===== src/hw/rtl/m3au_pkg.sv =====
// shared types, operation codes and saturation helper for the 3x3 arithmetic unit
package m3au_pkg;

	localparam logic [2:0] OP_ADD  = 3'd0;
	localparam logic [2:0] OP_SUB  = 3'd1;
	localparam logic [2:0] OP_MMUL = 3'd2;
	localparam logic [2:0] OP_SADD = 3'd3;
	localparam logic [2:0] OP_SSUB = 3'd4;
	localparam logic [2:0] OP_SMUL = 3'd5;
	localparam logic [2:0] OP_SDIV = 3'd6;

	localparam logic REG_OP_MODE = 1'b0;
	localparam logic REG_SCALAR  = 1'b1;

	localparam logic [2:0]  OP_MODE_RESET = OP_MMUL;
	localparam logic [31:0] SCALAR_RESET  = 32'h0001_0000;

	localparam logic signed [31:0] Q_MAX = 32'sh7FFF_FFFF;
	localparam logic signed [31:0] Q_MIN = 32'sh8000_0000;

	typedef struct packed {
		logic signed [31:0] a_element;
		logic signed [31:0] b_element;
	} in_t;

	typedef struct packed {
		logic signed [31:0] result_element;
		logic               last_element;
		logic               saturated;
	} out_t;

	typedef struct packed {
		logic signed [31:0] value;
		logic               sat;
	} clamp_t;

	function automatic clamp_t sat32(input logic signed [63:0] x);
		clamp_t r;
		if (x > 64'(Q_MAX)) begin
			r.value = Q_MAX;
			r.sat   = 1'b1;
		end else if (x < 64'(Q_MIN)) begin
			r.value = Q_MIN;
			r.sat   = 1'b1;
		end else begin
			r.value = x[31:0];
			r.sat   = 1'b0;
		end
		return r;
	endfunction

endpackage


===== src/hw/rtl/matrix3_arith_unit_top.sv =====
// matrix3_arith_unit_top: element-wise, scalar and matrix product unit over DIM x DIM matrices
//
// usage: feed DIM*DIM input beats on in_data (one element of A and one of B each,
// row-major, signed Q16.16). in_ready is high while loading, one beat per cycle.
// the beat that completes the matrices starts the computation; in_ready drops
// until all DIM*DIM result beats have left on out_data, the last one marked.
// op_mode and scalar_value are written through cfg_we / cfg_index / cfg_data.
// steps per result element, through the single shared 32x32 multiplier and the
// one-bit-per-cycle divider, then the output state, held while out_ready is low:
//   add, subtract, scalar add/subtract, mode 7: read, execute
//   scalar multiply: read, execute, accumulate
//   matrix product: read, execute, accumulate, repeated for each of the DIM terms
//   scalar divide: read, execute, divide (one quotient bit per step), finish;
//   with a zero divisor it goes from execute straight to output.
// a stalled receiver holds the result register and the sequencer waits on it.
// reset clears the load count and sequencer, op_mode goes to matrix product
// and scalar_value to 1.0; the element stores are not cleared.
module matrix3_arith_unit_top
	import m3au_pkg::*;
#(
	parameter int DIM = 3
) (
	input  logic        clk,
	input  logic        arst_n,
	input  logic        cfg_we,
	input  logic        cfg_index,
	input  logic [31:0] cfg_data,
	input  logic        in_valid,
	output logic        in_ready,
	input  in_t         in_data,
	output logic        out_valid,
	input  logic        out_ready,
	output out_t        out_data
);

	localparam int CELLS = DIM * DIM;
	localparam int AW    = $clog2(CELLS);
	localparam int CW    = $clog2(DIM);
	localparam logic [3:0]    CELLS_WRAP = 4'(CELLS);
	localparam logic [CW-1:0] LAST_IDX   = CW'(DIM - 1);

	localparam logic [2:0] S_IDLE = 3'd0;
	localparam logic [2:0] S_RD   = 3'd1;
	localparam logic [2:0] S_EX   = 3'd2;
	localparam logic [2:0] S_ACC  = 3'd3;
	localparam logic [2:0] S_DIV  = 3'd4;
	localparam logic [2:0] S_DFIN = 3'd5;
	localparam logic [2:0] S_OUT  = 3'd6;

	logic [2:0]  state_q;
	logic [2:0]  op_mode_q;
	logic [31:0] scalar_q;
	logic [3:0]  load_cnt_q;
	logic [CW-1:0] row_q, col_q, k_q;

	logic [31:0] a_mem [CELLS];
	logic [31:0] b_mem [CELLS];
	logic signed [31:0] rd_a, rd_b;
	logic [AW-1:0] a_addr, b_addr;

	logic signed [63:0] prod_q;
	logic signed [63:0] acc_q;
	logic [47:0] dvd_q;
	logic [47:0] quo_q;
	logic [31:0] rem_q;
	logic [31:0] dsr_q;
	logic        neg_q;
	logic [5:0]  div_cnt_q;
	out_t        out_q;

	logic        is_mmul;
	logic [3:0]  load_next;
	logic signed [31:0] op_b;
	logic signed [32:0] addsub;
	logic signed [63:0] acc_next;
	logic [32:0] rem2;
	logic        rem_ge;
	logic signed [48:0] quo_signed;
	logic        last_cell;
	logic [31:0] abs_a, abs_s;

	assign is_mmul   = op_mode_q == OP_MMUL;
	assign in_ready  = state_q == S_IDLE;
	assign out_valid = state_q == S_OUT;
	assign out_data  = out_q;
	assign load_next = load_cnt_q + 4'd1;
	assign last_cell = (row_q == LAST_IDX) && (col_q == LAST_IDX);

	assign a_addr = is_mmul ? AW'(row_q) * AW'(DIM) + AW'(k_q)
	                        : AW'(row_q) * AW'(DIM) + AW'(col_q);
	assign b_addr = is_mmul ? AW'(k_q) * AW'(DIM) + AW'(col_q)
	                        : AW'(row_q) * AW'(DIM) + AW'(col_q);

	always_ff @(posedge clk) begin
		if (in_valid && in_ready) begin
			a_mem[load_cnt_q[AW-1:0]] <= in_data.a_element;
			b_mem[load_cnt_q[AW-1:0]] <= in_data.b_element;
		end
		rd_a <= a_mem[a_addr];
		rd_b <= b_mem[b_addr];
	end

	// second operand: stored B element or the scalar register
	always_comb begin
		op_b = (op_mode_q == OP_ADD || op_mode_q == OP_SUB || is_mmul)
		       ? rd_b : scalar_q;
		if (op_mode_q == OP_SUB || op_mode_q == OP_SSUB) begin
			addsub = 33'(rd_a) - 33'(op_b);
		end else begin
			addsub = 33'(rd_a) + 33'(op_b);
		end
		acc_next   = acc_q + (prod_q >>> 16);
		rem2       = {rem_q, dvd_q[47]};
		rem_ge     = rem2 >= {1'b0, dsr_q};
		quo_signed = neg_q ? -$signed({1'b0, quo_q}) : $signed({1'b0, quo_q});
		abs_a      = rd_a[31] ? 32'd0 - rd_a : rd_a;
		abs_s      = scalar_q[31] ? 32'd0 - scalar_q : scalar_q;
	end

	always_ff @(posedge clk or negedge arst_n) begin
		if (!arst_n) begin
			op_mode_q <= OP_MODE_RESET;
			scalar_q  <= SCALAR_RESET;
		end else if (cfg_we) begin
			case (cfg_index)
				REG_OP_MODE: op_mode_q <= cfg_data[2:0];
				REG_SCALAR:  scalar_q  <= cfg_data;
				default: ;
			endcase
		end
	end

	always_ff @(posedge clk or negedge arst_n) begin
		if (!arst_n) begin
			state_q    <= S_IDLE;
			load_cnt_q <= 4'd0;
			row_q      <= '0;
			col_q      <= '0;
			k_q        <= '0;
		end else begin
			case (state_q)
				S_IDLE: begin
					if (in_valid) begin
						if (load_next == CELLS_WRAP) begin
							load_cnt_q <= 4'd0;
							row_q      <= '0;
							col_q      <= '0;
							k_q        <= '0;
							state_q    <= S_RD;
						end else begin
							load_cnt_q <= load_next;
						end
					end
				end
				S_RD: state_q <= S_EX;
				S_EX: begin
					case (op_mode_q)
						OP_MMUL, OP_SMUL: state_q <= S_ACC;
						OP_SDIV:          state_q <= (scalar_q == 32'd0) ? S_OUT : S_DIV;
						default:          state_q <= S_OUT;
					endcase
				end
				S_ACC: begin
					if (is_mmul && k_q != LAST_IDX) begin
						k_q     <= k_q + CW'(1);
						state_q <= S_RD;
					end else begin
						state_q <= S_OUT;
					end
				end
				S_DIV: begin
					if (div_cnt_q == 6'd47) begin
						state_q <= S_DFIN;
					end
				end
				S_DFIN: state_q <= S_OUT;
				S_OUT: begin
					if (out_ready) begin
						k_q <= '0;
						if (last_cell) begin
							state_q <= S_IDLE;
						end else begin
							state_q <= S_RD;
							if (col_q == LAST_IDX) begin
								col_q <= '0;
								row_q <= row_q + CW'(1);
							end else begin
								col_q <= col_q + CW'(1);
							end
						end
					end
				end
				default: state_q <= S_IDLE;
			endcase
		end
	end

	// datapath: shared multiplier, accumulator, restoring divider, result register
	always_ff @(posedge clk) begin
		case (state_q)
			S_EX: begin
				prod_q <= 64'(rd_a) * 64'(op_b);
				if (k_q == '0) begin
					acc_q <= '0;
				end
				out_q.last_element <= last_cell;
				case (op_mode_q)
					OP_ADD, OP_SUB, OP_SADD, OP_SSUB: begin
						{out_q.result_element, out_q.saturated} <= sat32(64'(addsub));
					end
					OP_SDIV: begin
						// zero divisor clamps by the sign of the element
						out_q.result_element <= rd_a[31] ? Q_MIN : Q_MAX;
						out_q.saturated      <= 1'b1;
						dvd_q     <= {abs_a, 16'd0};
						dsr_q     <= abs_s;
						rem_q     <= '0;
						quo_q     <= '0;
						neg_q     <= rd_a[31] ^ scalar_q[31];
						div_cnt_q <= '0;
					end
					OP_MMUL, OP_SMUL: ;
					default: begin
						out_q.result_element <= '0;
						out_q.saturated      <= 1'b0;
					end
				endcase
			end
			S_ACC: begin
				acc_q <= acc_next;
				{out_q.result_element, out_q.saturated} <= sat32(acc_next);
			end
			S_DIV: begin
				rem_q     <= rem_ge ? 32'(rem2 - {1'b0, dsr_q}) : rem2[31:0];
				quo_q     <= {quo_q[46:0], rem_ge};
				dvd_q     <= {dvd_q[46:0], 1'b0};
				div_cnt_q <= div_cnt_q + 6'd1;
			end
			S_DFIN: begin
				{out_q.result_element, out_q.saturated} <= sat32(64'(quo_signed));
			end
			default: ;
		endcase
	end

endmodule


===== config.mk =====
export PLATFORM = sky130hd
export DESIGN_NAME = matrix3_arith_unit_top
export DESIGN_NICKNAME = d
export VERILOG_FILES = /design/src/hw/rtl/m3au_pkg.sv /design/src/hw/rtl/matrix3_arith_unit_top.sv
export SDC_FILE = /design/constraint.sdc
export NUM_CORES = 2
export LEC_CHECK = 0
export BUFFER_PORTS_ARGS = -buffer_cell sky130_fd_sc_hd__clkbuf_2
export CORE_UTILIZATION = 35
export CTS_BUF_LIST = sky130_fd_sc_hd__clkbuf_8 sky130_fd_sc_hd__clkbuf_16
export DETAILED_ROUTE_END_ITERATION = 10
export MAX_ROUTING_LAYER = met4
export SLEW_MARGIN = 20
export SYNTH_ARGS = -nofsm -noshare
export SYNTH_HDL_FRONTEND = slang
export SYNTH_SLANG_ARGS = --single-unit

===== constraint.sdc =====
create_clock -name clk -period 11.4 [get_ports clk]
set_input_delay 1.14 -clock clk [delete_from_list [all_inputs] [get_ports clk]]
set_output_delay 1.14 -clock clk [all_outputs]
set_load 0.1 [all_outputs]

==> run summary <==
cells after synthesis -> 7418
synthesized cell area -> 83000 sq um
Synth cell types -> 92
register area share after synthesis -> 34.6%
Pins Over Slew Limit -> 0
via count -> 55200
Synth Area per Inst -> 11.2 sq um
CTS buffer count -> 98
Nets -> 8906
run status -> complete, no violations
Post-synth EDFFs -> 873
Detailed Routing Iterations Pass 1 -> 6
reg2reg end -> prod_q[63]
hold_sp -> a_mem[8][0]
core area -> 235000 sq um
Hold Path Depth -> 2
Die Span Y -> 489 microns
CP startpoint -> op_mode_q[0]
DR DRC count -> 0
# port buffers -> 137
layout cells sized above 1 -> 9.13%
initial antenna violation count -> 27
Final min period -> 10.28 ns
Setup TNS Final -> 0 ns
antenna-violating nets left -> 0
post-synth net total -> 8935
# fillers -> 22700
Fmax achieved -> 97.2 MHz
number of global-route vias before repair -> 57800
final wirelength -> 233000 microns
max_cap viols -> 0
Die Wd -> 489 microns
Clock Path Buffers -> 3
CTS tree -> built
first-pass GRT wire length -> 359000 microns
CP peak stage delay -> 0.80 ns
clk_skew -> 0.0617 ns
Yosys warnings -> 0
die area -> 239000 sq um
num rows -> 178
CP arrival -> 10.75 ns
final hold violation count -> 0
slowest cell on the critical path -> and2_1
Starting Density -> 35.3%
Final setup violation count -> 0
CTS resizes -> 0
Iter 0 DRT Violations -> 4949
Hold Crit Class -> flop to flop
most frequent cell on the critical path -> fa_1
worst path required time -> 11.86 ns
Max FO, Critical Path -> 35
Layout area overhead -> 9.42%
origin of the critical flop-to-flop path -> op_mode_q[0]
wire length per cell -> 21.9 microns
Area after DPL -> 87300 sq um
gr ovfl total -> 0
Final HPWL DP -> 174000 microns
global-route usage over all layers -> 20.3%
Seq cells post-synth -> 985
Root Buffer Master -> clkbuf_16
critical path capture point type -> flop
multi-input logic area -> 49200 sq um
Worst-Skew Late Latency -> 0.76 ns
Slew @ Worst Pin -> 1.28 ns
RSZ-0062 raised after global routing -> false
I/O Pins -> 138
largest net degree at the start of global routing -> 68
ys async rst share -> 4.87%
htree depth -> 3
routability cong. -> 0.939
clock sinks -> 985
Via-to-Cell Ratio -> 5.19
Worst-path clk slew -> 0.06 ns
Most used DFF post-synth -> edfxtp_1
postcts setup bufs -> 0
Reg area -> 28700 sq um
crit path launch type -> flop
final instance area -> 90800 sq um
Min-Delay Endpoint -> rd_a[0]
Worst R2R Setup Slack -> 1.12 ns
Worst R2R Path Depth -> 31
period utilisation layout -> 90.2%
WS Path Type -> flop to flop
slew margin rel. -> 14.8%
CTS Hold Buffers Added -> 0
-- placed cells by master (no fill, tap or decap), drive strengths merged, types with 109 or more instances in the layout --
cell type,Yosys,final
o21ai,278,278
a21oi,223,223
buf,39,120
mux4,128,128
xor2,109,109
clkbuf,347,248
inv,1034,1057
nor2b,446,446
nand2,822,822
fa,1088,1088
nor2,350,350
xnor2,193,193
ha,327,327
edfxtp,873,873
-- cell usage after synthesis (23+ instances only) --
cell | instances | area (sq um)
a21o_1 | 77 | 578
a21oi_1 | 223 | 1120
and2_1 | 107 | 669
and3_1 | 70 | 438
buf_1 | 35 | 131
clkbuf_1 | 346 | 1300
dfrtp_1 | 46 | 1150
dfxtp_1 | 64 | 1280
edfxtp_1 | 873 | 26200
fa_1 | 1088 | 21800
ha_1 | 327 | 4090
inv_1 | 1034 | 3880
mux2_2 | 40 | 450
mux2i_1 | 86 | 861
mux4_2 | 128 | 2880
nand2_1 | 821 | 3080
nand2b_1 | 49 | 307
nand3_1 | 57 | 285
nand4_1 | 44 | 275
nor2_1 | 349 | 1310
nor2b_1 | 446 | 2790
nor3_1 | 64 | 320
nor4_1 | 23 | 144
o21a_1 | 38 | 285
o21ai_0 | 274 | 1370
o21bai_1 | 23 | 173
o31ai_1 | 42 | 315
or3_1 | 33 | 206
xnor2_1 | 193 | 1690
xor2_1 | 109 | 955
-- final cells by class --
| cell class | instances | share of cell area [%] |
|---|---|---|
| multi-input cells | 5013 | 54.2 |
| diodes | 22 | 0.0606 |
| well taps | 3150 | 4.34 |
| repair buffers | 257 | 1.75 |
| clock inverters | 73 | 0.850 |
| flip-flops and latches | 985 | 31.6 |
| inverters | 1034 | 4.27 |
| clock buffers | 111 | 2.91 |
-- routing by layer --
layer,track usage [%],routed length (microns),share of wire [%],vias to the layer above
met5,-,0,0,-
met3,5.19,21300,9.1,348
met2,29.8,102000,44,2034
met1,27.8,104000,45,28400
met4,5.49,6490,2.8,0
li1,-,-,-,24400
-- through the flow --
| stage | setup slack [ns] | utilization [%] | hold slack [ns] | cells |
|---|---|---|---|---|
| floorplan | 1.79 | - | 0.418 | 7418 |
| global placement | 1.38 | 37.1 | 0.425 | 10400 |
| detailed placement | 1.23 | 37.1 | 0.431 | 10400 |
| CTS | 1.17 | 38.5 | 0.440 | 10600 |
| global route | 0.689 | 38.6 | 0.465 | 10600 |
| finish | 1.12 | 38.6 | 0.443 | 10600 |
-- worst max-delay path, delay by kind of cell (launching register included) --
kind | cells | cell delay [ns]
buffers and inverters | 5 | 0.90
and+or+nand+nor | 6 | 1.51
adders and majority gates | 9 | 4.46
AOI/OAI and AO/OA | 10 | 2.45
xor gates and xnor gates | 1 | 0.12
DFF | 1 | 0.52
-- flip-flops by register name (all words and copies together), names as in the netlist --
signal / count
load_cnt_q: 4
rd_b: 32
div_cnt_q: 6
a_mem: 288
prod_q: 48
b_mem: 288
dsr_q: 32
out_data: 34
rd_a: 32
k_q: 2
neg_q: 1
row_q: 2
acc_q: 64
rem_q: 32
scalar_q: 32
op_mode_q: 3
col_q: 2
dvd_q: 32
state_q: 3
quo_q: 48
-- cell families after synthesis --
group / count (synthesis) / share of synthesized area (%)
mux: 254 / 5.05
fa+ha+maj: 1415 / 31.2
flops: 985 / 34.6
xor+xnor: 302 / 3.19
buf+inv: 1420 / 6.44
simple gates: 2155 / 12.7
compound gates: 887 / 6.81
-- worst max-delay path by stage --
stage	slack, ns	endpoint	depth (start not counted)
after global routing	0.69	prod_q[63]	31
after global placement	1.38	prod_q[63]	31
final	1.12	prod_q[63]	31
after CTS	1.17	prod_q[63]	31
after detailed placement	1.23	prod_q[63]	31
after floorplan	1.79	prod_q[63]	34
Power is not shown: default switching activity piles up to over one toggle a cycle in this logic, so the estimate is an artifact.
